--- src/hdl/dcpr_pkg.sv ---
// dcpr_pkg: shared widths, defaults and types of the dot column pitch resampler
// used by the front, queue, back and top level files of the block
// no dependencies
package dcpr_pkg;

    // default values of the top level parameters
    localparam int DEF_DOT_BITS   = 8;
    localparam int DEF_COUNT_BITS = 12;

    // configuration register widths and reset values
    localparam int PITCH_W = 5;
    localparam int LINE_W  = 12;
    localparam logic [PITCH_W-1:0] PITCH_RST = 5'd10;
    localparam logic [LINE_W-1:0]  LINE_RST  = 12'd1920;

    // register index codes, taken from paddr[2]
    localparam logic REG_PITCH = 1'b0;
    localparam logic REG_LINE  = 1'b1;

    // width of the repeat count of one job (at most ten copies)
    localparam int REP_W = 4;

    // control part of one job handed from the front to the back
    typedef struct packed {
        logic [REP_W-1:0] reps;   // copies of the main column
        logic             flush;  // merged column left over at end of line
        logic             last;   // job comes from the line's last column
    } t_job_ctl;

    // back end status seen by the top level
    typedef struct packed {
        logic busy;        // a job is being carried out
        logic count_zero;  // no column emitted yet in this line
    } t_back_status;

endpackage

--- src/hdl/dot_column_pitch_resampler_unit.sv ---
// dot_column_pitch_resampler_unit: top level of the dot column pitch resampler
// holds the configuration registers and joins front, job queue and back end
// depends on dcpr_pkg, dcpr_front, dcpr_queue, dcpr_back
//
// Use: source dot columns of one print line arrive on the s_axis channel, one
// column per transfer, with s_axis_tlast on the line's final column. Resampled
// columns leave on m_axis; m_axis_tuser is high for a real column and low for a
// bare end marker, m_axis_tlast marks the final result of the line.
// char_pitch (address 0) and line_dots (address 4) are written over the APB port
// while no line is in flight.
// A column passes through the job queue, the back end's job register and the
// output register. Throughput: the back end gives one output column per cycle
// while m_axis accepts it, and a column that causes no result still takes a
// step of its own. At pitch 1 a column causes ten results, at pass-through one.
// The two-entry job queue lets input keep flowing while a job is expanded.
// Reset clears pattern phase, merge state, column count and the queue, and sets
// char_pitch to 10 and line_dots to 1920. A stalled m_axis holds its result and
// backs up through the queue to s_axis_tready.
module dot_column_pitch_resampler_unit
    import dcpr_pkg::*;
#(
    parameter int DOT_BITS   = DEF_DOT_BITS,
    parameter int COUNT_BITS = DEF_COUNT_BITS
) (
    input  logic                              i_clk,
    input  logic                              i_rst_n,
    // source columns
    input  logic                              s_axis_tvalid,
    output logic                              s_axis_tready,
    input  logic [((DOT_BITS+7)/8)*8-1:0]     s_axis_tdata,  // dot_column
    input  logic                              s_axis_tlast,  // line_last
    // resampled columns
    output logic                              m_axis_tvalid,
    input  logic                              m_axis_tready,
    output logic [((DOT_BITS+7)/8)*8-1:0]     m_axis_tdata,  // out_column
    output logic                              m_axis_tuser,  // column_valid
    output logic                              m_axis_tlast,  // line_end
    // configuration
    input  logic                              psel,
    input  logic                              penable,
    input  logic                              pwrite,
    input  logic [2:0]                        paddr,
    input  logic [31:0]                       pwdata,
    output logic [31:0]                       prdata,
    output logic                              pready
);

    localparam int DATA_W = ((DOT_BITS + 7) / 8) * 8;
    localparam int JOB_W  = 2 * DOT_BITS + $bits(t_job_ctl);

    logic [PITCH_W-1:0]    r_pitch;
    logic [LINE_W-1:0]     r_line_dots;
    logic [COUNT_BITS-1:0] w_limit;

    logic                  w_q_full, w_push, w_pop, w_q_valid;
    logic [DOT_BITS-1:0]   w_f_col, w_f_fcol, w_b_col, w_b_fcol, w_out_col;
    t_job_ctl              w_f_ctl, w_b_ctl;
    t_back_status          w_bst;

    // configuration registers
    assign pready = 1'b1;
    always_ff @(posedge i_clk) begin
        if (!i_rst_n) begin
            r_pitch     <= PITCH_RST;
            r_line_dots <= LINE_RST;
        end else if (psel && penable && pwrite && pready) begin
            if (paddr[2] == REG_LINE) r_line_dots <= pwdata[LINE_W-1:0];
            else                      r_pitch     <= pwdata[PITCH_W-1:0];
        end
    end

    assign prdata  = (paddr[2] == REG_PITCH) ? {{(32-PITCH_W){1'b0}}, r_pitch}
                                             : {{(32-LINE_W){1'b0}}, r_line_dots};
    assign w_limit = COUNT_BITS'(r_line_dots);

    // front: pattern phase and merging
    dcpr_front #(
        .DOT_BITS (DOT_BITS)
    ) u_front (
        .i_clk    (i_clk),
        .i_rst_n  (i_rst_n),
        .i_pitch  (r_pitch),
        .i_valid  (s_axis_tvalid),
        .i_col    (s_axis_tdata[DOT_BITS-1:0]),
        .i_last   (s_axis_tlast),
        .o_ready  (s_axis_tready),
        .i_q_full (w_q_full),
        .o_push   (w_push),
        .o_col    (w_f_col),
        .o_fcol   (w_f_fcol),
        .o_ctl    (w_f_ctl)
    );

    // job queue
    dcpr_queue #(
        .WIDTH (JOB_W)
    ) u_queue (
        .i_clk   (i_clk),
        .i_rst_n (i_rst_n),
        .i_push  (w_push),
        .i_data  ({w_f_col, w_f_fcol, w_f_ctl}),
        .o_full  (w_q_full),
        .i_pop   (w_pop),
        .o_valid (w_q_valid),
        .o_data  ({w_b_col, w_b_fcol, w_b_ctl})
    );

    // back: expansion, line limit and output register
    dcpr_back #(
        .DOT_BITS   (DOT_BITS),
        .COUNT_BITS (COUNT_BITS)
    ) u_back (
        .i_clk       (i_clk),
        .i_rst_n     (i_rst_n),
        .i_limit     (w_limit),
        .i_q_valid   (w_q_valid),
        .i_col       (w_b_col),
        .i_fcol      (w_b_fcol),
        .i_ctl       (w_b_ctl),
        .o_pop       (w_pop),
        .i_ready     (m_axis_tready),
        .o_valid     (m_axis_tvalid),
        .o_col       (w_out_col),
        .o_col_valid (m_axis_tuser),
        .o_end       (m_axis_tlast),
        .o_status    (w_bst)
    );

    assign m_axis_tdata = DATA_W'(w_out_col);

    // a bare end marker carries a zero column and the line end mark
    a_marker_form: assert property (@(posedge i_clk) disable iff (!i_rst_n)
        m_axis_tvalid && !m_axis_tuser |-> m_axis_tlast && (m_axis_tdata == '0))
        else $error("end marker malformed");

    // nothing new appears on the output while the back end has no job
    a_idle_quiet: assert property (@(posedge i_clk) disable iff (!i_rst_n)
        !w_bst.busy && !m_axis_tvalid |=> !m_axis_tvalid)
        else $error("output without a job");

    // the column count is back at zero while a line end result waits
    a_count_cleared: assert property (@(posedge i_clk) disable iff (!i_rst_n)
        m_axis_tvalid && m_axis_tlast |-> w_bst.count_zero)
        else $error("column count not cleared at line end");

endmodule

--- src/hdl/dcpr_front.sv ---
// dcpr_front: accepts source columns, tracks the pitch pattern phase and the merge
// accumulator, and turns each column into one job for the back end
// depends on dcpr_pkg
module dcpr_front
    import dcpr_pkg::*;
#(
    parameter int DOT_BITS = DEF_DOT_BITS
) (
    input  logic                i_clk,
    input  logic                i_rst_n,
    input  logic [PITCH_W-1:0]  i_pitch,
    input  logic                i_valid,
    input  logic [DOT_BITS-1:0] i_col,
    input  logic                i_last,
    output logic                o_ready,
    input  logic                i_q_full,
    output logic                o_push,
    output logic [DOT_BITS-1:0] o_col,
    output logic [DOT_BITS-1:0] o_fcol,
    output t_job_ctl            o_ctl
);

    // period of the merge pitches, zero elsewhere
    function automatic logic [PITCH_W-1:0] merge_period(input logic [PITCH_W-1:0] p);
        logic [PITCH_W-1:0] r;
        unique case (p)
            5'd11:        r = 5'd12;
            5'd12:        r = 5'd6;
            5'd13:        r = 5'd4;
            5'd15:        r = 5'd3;
            5'd19, 5'd20: r = 5'd2;
            default:      r = 5'd0;
        endcase
        return r;
    endfunction

    // pattern period of every pitch
    function automatic logic [PITCH_W-1:0] pattern_period(input logic [PITCH_W-1:0] p);
        logic [PITCH_W-1:0] r;
        unique case (p)
            5'd3, 5'd6:          r = 5'd3;
            5'd4:                r = 5'd2;
            5'd7, 5'd17:         r = 5'd12;
            5'd8:                r = 5'd4;
            5'd9:                r = 5'd8;
            5'd14, 5'd16, 5'd18: r = 5'd24;
            default:             r = (merge_period(p) != 5'd0) ? merge_period(p) : 5'd1;
        endcase
        return r;
    endfunction

    // phases below 21 that leave remainder two when divided by three
    function automatic logic third_drop(input logic [PITCH_W-1:0] ph);
        return (ph == 5'd2) || (ph == 5'd5) || (ph == 5'd8) || (ph == 5'd11) ||
               (ph == 5'd14) || (ph == 5'd17) || (ph == 5'd20);
    endfunction

    // copies of the column at a given phase for repeat and drop pitches
    function automatic logic [REP_W-1:0] copies(input logic [PITCH_W-1:0] p,
                                                input logic [PITCH_W-1:0] ph);
        logic [REP_W-1:0] r;
        unique case (p)
            5'd1:  r = 4'd10;
            5'd2:  r = 4'd5;
            5'd5:  r = 4'd2;
            5'd3:  r = (ph == 5'd2) ? 4'd4 : 4'd3;
            5'd4:  r = (ph == 5'd1) ? 4'd3 : 4'd2;
            5'd6:  r = (ph == 5'd2) ? 4'd1 : 4'd2;
            5'd7:  r = (ph < 5'd10 && ph[0]) ? 4'd2 : 4'd1;
            5'd8:  r = (ph == 5'd3) ? 4'd2 : 4'd1;
            5'd9:  r = (ph == 5'd7) ? 4'd2 : 4'd1;
            5'd14: r = (ph < 5'd21 && third_drop(ph)) ? 4'd0 : 4'd1;
            5'd16: begin
                if (ph < 5'd21) r = third_drop(ph) ? 4'd0 : 4'd1;
                else            r = (ph == 5'd23) ? 4'd1 : 4'd0;
            end
            5'd17: r = (ph < 5'd10 && ph[0]) ? 4'd0 : 4'd1;
            5'd18: r = (ph < 5'd22 && ph[0]) ? 4'd0 : 4'd1;
            default: r = 4'd1;
        endcase
        return r;
    endfunction

    logic [PITCH_W-1:0]  r_phase, n_phase;
    logic [DOT_BITS-1:0] r_acc, n_acc;
    logic                r_pend, n_pend;

    logic [PITCH_W-1:0]  w_per, w_cf, w_ph, w_ph_inc;
    logic [DOT_BITS-1:0] w_merged;

    assign o_ready = !i_q_full;
    assign o_push  = i_valid && !i_q_full;

    // job and next pattern state for the column on the input
    always_comb begin
        w_per    = pattern_period(i_pitch);
        w_cf     = merge_period(i_pitch);
        w_ph     = (r_phase >= w_per) ? '0 : r_phase;
        w_merged = (r_pend ? r_acc : '0) | i_col;
        w_ph_inc = w_ph + 5'd1;
        n_phase  = (w_ph_inc >= w_per) ? '0 : w_ph_inc;
        n_acc    = r_acc;
        n_pend   = r_pend;
        o_col    = i_col;
        o_ctl    = '0;
        if (w_cf != 5'd0) begin
            o_col = w_merged;
            if (w_ph + 5'd2 == w_cf) begin
                n_acc  = w_merged;
                n_pend = 1'b1;
            end else if (w_ph_inc == w_cf) begin
                o_ctl.reps = 4'd1;
                n_acc      = i_col;
                n_pend     = 1'b1;
            end else begin
                o_ctl.reps = 4'd1;
                n_acc      = '0;
                n_pend     = 1'b0;
            end
        end else begin
            o_ctl.reps = copies(i_pitch, w_ph);
        end
        o_ctl.last  = i_last;
        o_ctl.flush = i_last && n_pend;
        o_fcol      = n_acc;
        // the line's last column clears the pattern state
        if (i_last) begin
            n_phase = '0;
            n_acc   = '0;
            n_pend  = 1'b0;
        end
    end

    // pattern state registers
    always_ff @(posedge i_clk) begin
        if (!i_rst_n) begin
            r_phase <= '0;
            r_acc   <= '0;
            r_pend  <= 1'b0;
        end else if (o_push) begin
            r_phase <= n_phase;
            r_acc   <= n_acc;
            r_pend  <= n_pend;
        end
    end

endmodule

--- src/hdl/dcpr_queue.sv ---
// dcpr_queue: two-entry job queue between the front and the back end
// depends on dcpr_pkg for the default width; width set by parameter
module dcpr_queue
    import dcpr_pkg::*;
#(
    parameter int WIDTH = 2 * DEF_DOT_BITS + $bits(t_job_ctl)
) (
    input  logic             i_clk,
    input  logic             i_rst_n,
    input  logic             i_push,
    input  logic [WIDTH-1:0] i_data,
    output logic             o_full,
    input  logic             i_pop,
    output logic             o_valid,
    output logic [WIDTH-1:0] o_data
);

    logic [WIDTH-1:0] r_mem [2];
    logic             r_wr, r_rd;
    logic [1:0]       r_fill;

    assign o_full  = (r_fill == 2'd2);
    assign o_valid = (r_fill != 2'd0);
    assign o_data  = r_mem[r_rd];

    // entry storage
    always_ff @(posedge i_clk) begin
        if (i_push) begin
            r_mem[r_wr] <= i_data;
        end
    end

    // pointers and fill level
    always_ff @(posedge i_clk) begin
        if (!i_rst_n) begin
            r_wr   <= 1'b0;
            r_rd   <= 1'b0;
            r_fill <= 2'd0;
        end else begin
            if (i_push) r_wr <= !r_wr;
            if (i_pop)  r_rd <= !r_rd;
            priority if (i_push && !i_pop) r_fill <= r_fill + 2'd1;
            else if (i_pop && !i_push)     r_fill <= r_fill - 2'd1;
        end
    end

endmodule

--- src/hdl/dcpr_back.sv ---
// dcpr_back: carries out jobs one output column per cycle while the output
// can move, applies the line length limit, marks the line end and holds the
// output register; depends on dcpr_pkg
module dcpr_back
    import dcpr_pkg::*;
#(
    parameter int DOT_BITS   = DEF_DOT_BITS,
    parameter int COUNT_BITS = DEF_COUNT_BITS
) (
    input  logic                  i_clk,
    input  logic                  i_rst_n,
    input  logic [COUNT_BITS-1:0] i_limit,
    input  logic                  i_q_valid,
    input  logic [DOT_BITS-1:0]   i_col,
    input  logic [DOT_BITS-1:0]   i_fcol,
    input  t_job_ctl              i_ctl,
    output logic                  o_pop,
    input  logic                  i_ready,
    output logic                  o_valid,
    output logic [DOT_BITS-1:0]   o_col,
    output logic                  o_col_valid,
    output logic                  o_end,
    output t_back_status          o_status
);

    logic                  r_busy;
    logic [DOT_BITS-1:0]   r_col, r_fcol;
    logic [REP_W-1:0]      r_rem;
    logic                  r_flush, r_last, r_any;
    logic [COUNT_BITS-1:0] r_count;

    logic                  r_out_valid, r_out_cv, r_out_end;
    logic [DOT_BITS-1:0]   r_out_col;

    logic                  w_adv, w_full, w_has_copy, w_can_emit, w_more, w_at_limit;
    logic                  w_done, w_marker;
    logic [REP_W-1:0]      w_rem_n;
    logic                  w_flush_n;
    logic [COUNT_BITS:0]   w_count_inc;

    // one step of the current job per cycle while the output can move
    always_comb begin
        w_adv       = r_busy && (!r_out_valid || i_ready);
        w_full      = (r_count >= i_limit);
        w_has_copy  = (r_rem != '0);
        w_can_emit  = !w_full && (w_has_copy || r_flush);
        w_rem_n     = w_has_copy ? r_rem - 4'd1 : r_rem;
        w_flush_n   = w_has_copy ? r_flush : 1'b0;
        w_more      = (w_rem_n != '0) || w_flush_n;
        w_count_inc = {1'b0, r_count} + 1'b1;
        w_at_limit  = (w_count_inc >= {1'b0, i_limit});
        w_done      = !w_can_emit || !w_more || w_at_limit;
        w_marker    = !w_can_emit && r_last && !r_any;
        o_pop       = i_q_valid && (!r_busy || (w_adv && w_done));
    end

    // job register and column count
    always_ff @(posedge i_clk) begin
        if (!i_rst_n) begin
            r_busy  <= 1'b0;
            r_any   <= 1'b0;
            r_count <= '0;
        end else begin
            if (o_pop) begin
                r_busy  <= 1'b1;
                r_col   <= i_col;
                r_fcol  <= i_fcol;
                r_rem   <= i_ctl.reps;
                r_flush <= i_ctl.flush;
                r_last  <= i_ctl.last;
                r_any   <= 1'b0;
            end else if (w_adv) begin
                if (w_done) r_busy <= 1'b0;
                if (w_can_emit) begin
                    r_rem   <= w_rem_n;
                    r_flush <= w_flush_n;
                    r_any   <= 1'b1;
                end
            end
            // a finished last job starts the next line's count
            if (w_adv) begin
                if (w_done && r_last) r_count <= '0;
                else if (w_can_emit)  r_count <= w_count_inc[COUNT_BITS-1:0];
            end
        end
    end

    // output register, refilled whenever it is empty or being taken
    always_ff @(posedge i_clk) begin
        if (!i_rst_n) begin
            r_out_valid <= 1'b0;
        end else if (!r_out_valid || i_ready) begin
            r_out_valid <= w_adv && (w_can_emit || w_marker);
        end
        if (!r_out_valid || i_ready) begin
            r_out_col <= w_can_emit ? (w_has_copy ? r_col : r_fcol) : '0;
            r_out_cv  <= w_can_emit;
            r_out_end <= r_last && w_done;
        end
    end

    assign o_valid              = r_out_valid;
    assign o_col                = r_out_col;
    assign o_col_valid          = r_out_cv;
    assign o_end                = r_out_end;
    assign o_status.busy        = r_busy;
    assign o_status.count_zero  = (r_count == '0);

endmodule
--- config.mk ---
export PLATFORM = sky130hd
export DESIGN_NAME = dot_column_pitch_resampler_unit
export DESIGN_NICKNAME = d
export VERILOG_FILES = /design/src/hdl/dcpr_pkg.sv /design/src/hdl/dot_column_pitch_resampler_unit.sv /design/src/hdl/dcpr_front.sv /design/src/hdl/dcpr_queue.sv /design/src/hdl/dcpr_back.sv
export SDC_FILE = /design/constraint.sdc
export NUM_CORES = 1
export LEC_CHECK = 0
export BUFFER_PORTS_ARGS = -buffer_cell sky130_fd_sc_hd__buf_2
export CORE_MARGIN = 2
export CORE_UTILIZATION = 55
export CTS_BUF_LIST = sky130_fd_sc_hd__clkbuf_4
export DETAILED_ROUTE_END_ITERATION = 8
export PLACE_DENSITY_LB_ADDON = 0.05
export SLEW_MARGIN = 10
export SYNTH_ARGS = -nofsm -noshare
export SYNTH_HDL_FRONTEND = slang
export SYNTH_SLANG_ARGS = --single-unit
--- constraint.sdc ---
create_clock -name i_clk -period 9.7 [get_ports i_clk]
set_input_delay 1.455 -clock i_clk [delete_from_list [all_inputs] [get_ports i_clk]]
set_output_delay 1.455 -clock i_clk [all_outputs]
set_load 0.02 [all_outputs]
# Word-level counts from Yosys, hierarchy flattened
# Memory sizes are Yosys's and may differ from the RTL's. A register that Yosys moved wholly into a read port is not among the register bits.
# Index checks and enable logic that the tools add are counted.
op_classes:
  add_sub_neg: 6
  n_reduce_logical: 64
  n_lt_le_gt_ge: 7
  n_bitwise: 3
  muxes: 53
  n_eq_ne: 33
op_table:
  columns: ["operator", "n"]
  rows:
  - ["8-bit two-way mux", 7]
  - ["4-bit case mux with 13 select lines", 1]
  - ["5-bit by 4-bit equality test with 1-bit output (second input constant)", 10]
  - ["5-bit equality test (second input constant)", 8]
  - ["12-bit two-way mux", 3]
  - ["5-bit by 3-bit equality test with 1-bit output (second input constant)", 6]
  - ["5-bit case mux with 6 select lines", 1]
  - ["4-bit two-way mux", 7]
  - ["1-bit two-way mux", 22]
  - ["5-bit by 2-bit equality test with 1-bit output (second input constant)", 4]
  - ["5-bit two-way mux", 4]
  - ["4-bit case mux with 5 select lines", 1]
  - ["1-bit logical AND", 17]
  - ["12-bit by 1-bit adder with 13-bit output (second input constant)", 1]
  - ["13-bit by 12-bit >= comparator with 1-bit output", 1]
  - ["1-bit logical OR", 13]
  - ["12-bit >= comparator", 1]
  - ["2-bit two-way mux", 6]
  - ["2-bit AND reduction", 6]
  - ["2-bit nonzero test", 6]
  - ["1-bit zero test", 11]
  - ["5-bit by 1-bit equality test with 1-bit output (second input constant)", 2]
  - ["5-bit by 4-bit equality test with 1-bit output", 2]
  - ["5-bit >= comparator", 2]
  - ["17 further kinds", 24]
word_totals:
  wordCells: 187
  n_memories: 1
  ff_bits: 82
  ram_bits: 44
  out_inout_bits: 45
memory_table:
  columns: ["name", "words", "width", "rd", "rd_clocked_by_memory_dff", "wr", "line", "text"]
  rows:
  - ["u_queue.r_mem", 2, 22, 1, 1, 1, "dcpr_queue.sv:18", "logic [WIDTH-1:0] r_mem [2];"]

# Depth between registers and ports, before layout
logic_depth:
  word_depth: 20
  ltp_mapped: 25
  ltp_nobuf: 19

# Modules after synthesis
# From an unflattened synthesis, not the netlist that was laid out.
unflattened:
  cells_unflattened: 790
  area_unflattened_um2: 7851.3
by_module_without_submodules:
  columns: ["mod", "cells_per_inst", "instances", "seq_area_each_um2", "area_each_um2"]
  rows:
  - ["dcpr_back", 307, 1, 1261.2, 2956.6]
  - ["dcpr_front", 284, 1, 280.3, 2105.8]
  - ["dcpr_queue", 90, 1, 1421.4, 1800.5]
  - ["dot_column_pitch_resampler_unit", 109, 1, 340.3, 988.4]

# Worst setup path before layout
# Ideal clock, no wire load.
synth_path:
  path_kind: "flip-flop to flip-flop"
  startpoint: "register r_pitch[2]"
  endpoint: "memory u_queue.r_mem[0][1] in the netlist's numbering, data pin"
  synth_period_minus_slack_ps: 4979
  path_buffers: 7
  t_arrival_ps: 4721
  setup_slack_ps: 4721
  path_stages_with_launch: 26
  cell_sequence: "dfxtp_1 buf_6 clkbuf_1 clkbuf_1 o21ai_0 a21oi_1 o22a_1 ha_1 nand2b_1 a21o_1 a221oi_4 and2_1 buf_6 nand2_1 inv_1 ha_1 clkbuf_1 nand2b_1 o221ai_1 or3_1 xnor2_1 and3_1 a22o_1 buf_6 buf_12 o21a_1"
synth_rtl:
  columns: ["item", "line", "text"]
  rows:
  - ["start: declaration", "dot_column_pitch_resampler_unit.sv:51", "logic [PITCH_W-1:0] r_pitch;"]
  - ["start signal: assignment", "dot_column_pitch_resampler_unit.sv:68", "else r_pitch <= pwdata[PITCH_W-1:0];"]
  - ["end: declaration", "dcpr_queue.sv:18", null]

# Final worst setup path
layout_path:
  startpoint: "register r_pitch[2]"
  endpoint: "memory u_queue.r_mem[0][10] in the netlist's numbering, data pin"
layout_via:
  elab_chain_cells: 14
  word_cells_on_any_way: 35
  cone_classes: "2 x add/sub; 1 x order compare; 18 x eq/ne; 8 x mux; 6 x reduce/logical"
layout_rtl:
  columns: ["item", "line", "text"]
  rows:
  - ["5-bit equality test", "dcpr_front.sv:26", "unique case (p)"]
  - ["2-bit OR reduction", "dcpr_front.sv:26", null]
  - ["4-bit case mux with 5 select lines", "dcpr_front.sv:26", null]
  - ["5-bit two-way mux", "dcpr_front.sv:40", "unique case (p)"]
  - ["5-bit nonzero test", "dcpr_front.sv:47", "default: r = (merge_period(p) != 5'd0) ? merge_period(p) : 5'd1;"]
  - ["4-bit two-way mux", "dcpr_front.sv:47", null]
  - ["5-bit case mux with 6 select lines", "dcpr_front.sv:40", null]
  - ["5-bit >= comparator", "dcpr_front.sv:98", "w_ph = (r_phase >= w_per) ? '0 : r_phase;"]
  - ["5-bit two-way mux", "dcpr_front.sv:98", null]
  - ["5-bit by 1-bit adder with 5-bit output", "dcpr_front.sv:100", "w_ph_inc = w_ph + 5'd1;"]
  - ["5-bit by 4-bit equality test with 1-bit output", "dcpr_front.sv:111", "end else if (w_ph_inc == w_cf) begin"]
  - ["8-bit two-way mux", "dcpr_front.sv:111", null]
  - ["8-bit two-way mux", "dcpr_front.sv:108", "if (w_ph + 5'd2 == w_cf) begin"]
  - ["8-bit two-way mux (*)", "dcpr_front.sv:106", "if (w_cf != 5'd0) begin"]
  - ["via u_front.o_fcol[4]", "dcpr_front.sv:19", "output logic [DOT_BITS-1:0] o_fcol,"]
# The timed path passes the listed nets; every way through them passes the cells marked *. The select of a mux whose other input is x is not followed.

==> flow_summary.yaml <==
run_status:
  status: "finished, final reports clean"
yosys:
  synth_edf_count: 76
  synth-async-reset-ratio_pct: 0
  synth_top_family_by_area: "compound AO/OA/AOI/OAI gates"
  netlist-cell-type-count: 79
  synthTopCellsByArea: "edfxtp_1, dfxtp_1, ha_1, nand2_1, mux2_2"
  synth-compound-area-share_pct: 19.0
  yosysWarnings: 0
  synth_top_area_share_pct: 30.3
  synth_xor_area_share_pct: 2.51
  synth_adder_area_share_pct: 6.99
  synth-simple-area-share_pct: 15.6
  synth_top_area_cell: "edfxtp_1"
  syn-instance-count: 734
  ys_seq_area_share_pct: 43.9
  synth_flop_cell: "edfxtp_1"
  synthMuxAreaShare_pct: 5.41
  ys_ff_latch: 127
  syn_area_sq_mm: 0.00752
  avgSynthCellArea_sq_um: 10.2
timing:
  fin_skew_ns: 0.0193
  fin_ws_ns: 3.77
  finalSetupViolations: 0
  rsz0062_at_grt: "false"
  finalCritPeriodShare_pct: 61.2
  finalHoldViolations: 0
  slew_headroom_pct: 26.6
  tightest_slew_ns: 1.10
  fin_tns_setup_ns: 0
  clock.fmax_mhz: 169
  maxSlewViolCount: 0
  min_period_ns: 5.93
clocking:
  htreeDepth: 4
  cts_root_buf: "clkbuf_4"
  insertion_delay_ns: 0.52
  cts_setup_buffers: 0
  cts_tree: "built"
  cts_sinks: 127
  cts_hold_buf: 0
  cts_buffers: 17
  ctsResizeCount: 0
  clk_pin_slew_ns: 0.12
  clockBufferDepth: 2
placed_design:
  gp_congestion: 0.886
  io_buffers: 52
  dp_slack_ns: 3.89
  hpwl_mm: 11.4
power:
  peakVddDrop_uv: 97.0
  p_leak_nw: 3.26
  p_per_area_mw_per_mm2: 189
routing:
  drt_iter0_drc: 360
  totalWireLength_mm: 15.8
  drtPass1Iterations: 5
  vias_per_cell: 5.71
  drtAntennaViolNets: 0
  vias: 5475
  drc: 0
  routedWlPerCell_microns: 16.5
layout:
  diodes: 0
  fill_cells: 1159
  ff_latch_area_sq_mm: 0.00330
  synthToLayoutAreaGrowth_pct: 7.19
  fin_util_pct: 60.6
  drive_gt1_share_pct: 16.5
  multi_input_area_sq_mm: 0.00380
  nNetsFinal: 863
worst_setup_path:
  worstPathArrival_ns: 6.30
  critical_path_class: "flip-flop to flip-flop"
  critPathRequiredTime_ns: 10.07
  cp-start-kind: "flip-flop"
  crit_fanout: 27
  crit_path_end_kind: "flip-flop"
global_route:
  grt.total_usage_pct: 22.4
  grt_overflow: 0
  grt_pass1_vias: 5295
  grt_antenna_before_repair: 0
  grt_max_degree: 35
  grt_first_pass_wirelength_mm: 26.0
job:
  max-cap-violations: 0
floorplanning:
  rows: 42
  die_area_sq_mm: 0.0146
  die_x_microns: 121
  pin_count: 96
  die_h_microns: 121
  core_sq_mm: 0.0133
  start_util_pct: 56.6
min_path:
  min_path_type: "flip-flop to flip-flop"
path summary, 6_finish.rpt:
path / startpoint / to / slack, ns / cells after the start
worst max-delay path: r_pitch[2] / u_queue.r_mem[0][10] / 3.77 / 18
worst min-delay path: r_line_dots[2] / r_line_dots[2] / 0.49 / 2
worst max register to register: r_pitch[2] / u_queue.r_mem[0][10] / 3.77 / 18
worst min register to register: r_line_dots[2] / r_line_dots[2] / 0.49 / 2
area by class of cell:
type	instances	share of cell area [%]
clock buffer	19	1.77
tap	176	2.73
clock inverter	13	2.30
multi-input combinational	535	47.1
inverter	34	1.58
sequential	127	41.0
timing repair buffer	55	3.51
cell usage after synthesis, drive strengths merged, types with 3 or more instances:
cell and n:
a32o 9, a32oi 4, xor2 8, o21a 6, and3 9, a31oi 6
nor2b 14, mux2 21, a22oi 3, xnor2 11, o211ai 8, nand2 84
a211oi 9, a22o 21, or3 7, nor3 5, o22ai 4, o2111ai 4
and2 18, a21o 21, nand3b 5, a21oi 34, inv 34, nand2b 19
nand3 22, mux2i 17, buf 35, or2 3, clkbuf 22, ha 42
o21ai 26, nand4 4, dfxtp 51, a21boi 14, edfxtp 76, nor2 22
cell usage in the layout, fill, tap and decap left out, types with 8 or more instances in the layout:
master    instances
a211oi_1          9
a21boi_0         13
a21o_1           21
a21oi_1          34
a22o_1           21
a32o_1            9
and2_1           17
and3_1            9
buf_2            52
clkbuf_4         19
conb_1           21
dfxtp_1          51
edfxtp_1         76
ha_1             42
inv_1            33
mux2_2           21
mux2i_1          17
nand2_1          84
nand2b_1         18
nand3_1          21
nor2_1           20
nor2b_1          13
o211ai_1          8
o21ai_0          25
xnor2_1          11
xor2_1            8
registers in the layout (all words and copies together) (netlist names), 8 cells and up, named ones only:
signal          cells
u_queue.r_mem      44
r_line_dots        12
u_back.r_count     12
u_back.o_col        8
u_back.r_col        8
u_back.r_fcol       8
u_front.r_acc       8
per-stage QoR:
stage               cells  area, sq um  hold slack, ns  total power, W
floorplan             753         7590           0.452         0.00102
global placement      927         7730           0.459         0.00110
detailed placement    927         7730           0.477         0.00112
CTS                   959         8060           0.494         0.00154
global route          959         8060           0.520         0.00161
finish                959         8060           0.488         0.00153
routing by layer:
layer  GRT usage [%]  share of wire [%]  vias to the layer above
met3            4.65                4.9                       25
met1            29.7                 47                     2565
met2            36.6                 47                      152
li1                -                  -                     2733
met4            7.49                1.8                        0
met5               0                  0                        -
power by group:
| group | switching [W] | leakage [nW] | internal, W |
|---|---|---|---|
| logic | 0.000229 | 1.95 | 0.000150 |
| clock network | 0.000203 | 0.174 | 0.000212 |
| registers | 0.0000533 | 1.14 | 0.000681 |
| total | 0.000485 | 3.26 | 0.00104 |
critical path, cell delays in order, from the launching register on:
cell	delay, ns
dfxtp_1	0.91
nor2b_1	0.46
a21oi_1	0.12
o22a_1	0.26
ha_1	0.27
nand2b_1	0.15
a21o_1	0.27
a221oi_4	0.41
and2_1	0.32
nand2_1	0.18
inv_1	0.14
ha_1	0.41
nand2b_1	0.17
o221ai_1	0.13
or3_1	0.40
xnor2_1	0.15
and3_1	0.19
a22o_1	0.51
a22o_1	0.30
kinds of logic after synthesis:
| kind of cell | Yosys count |
|---|---|
| AO/OA/AOI/OAI | 191 |
| XOR/XNOR | 20 |
| adder cells (fa/ha/maj) | 42 |
| buffers and inverters | 91 |
| flip-flops | 127 |
| multiplexers | 38 |
| other | 2 |
| AND/OR/NAND/NOR | 223 |
Note: power is estimated with default switching activity, not from simulation.
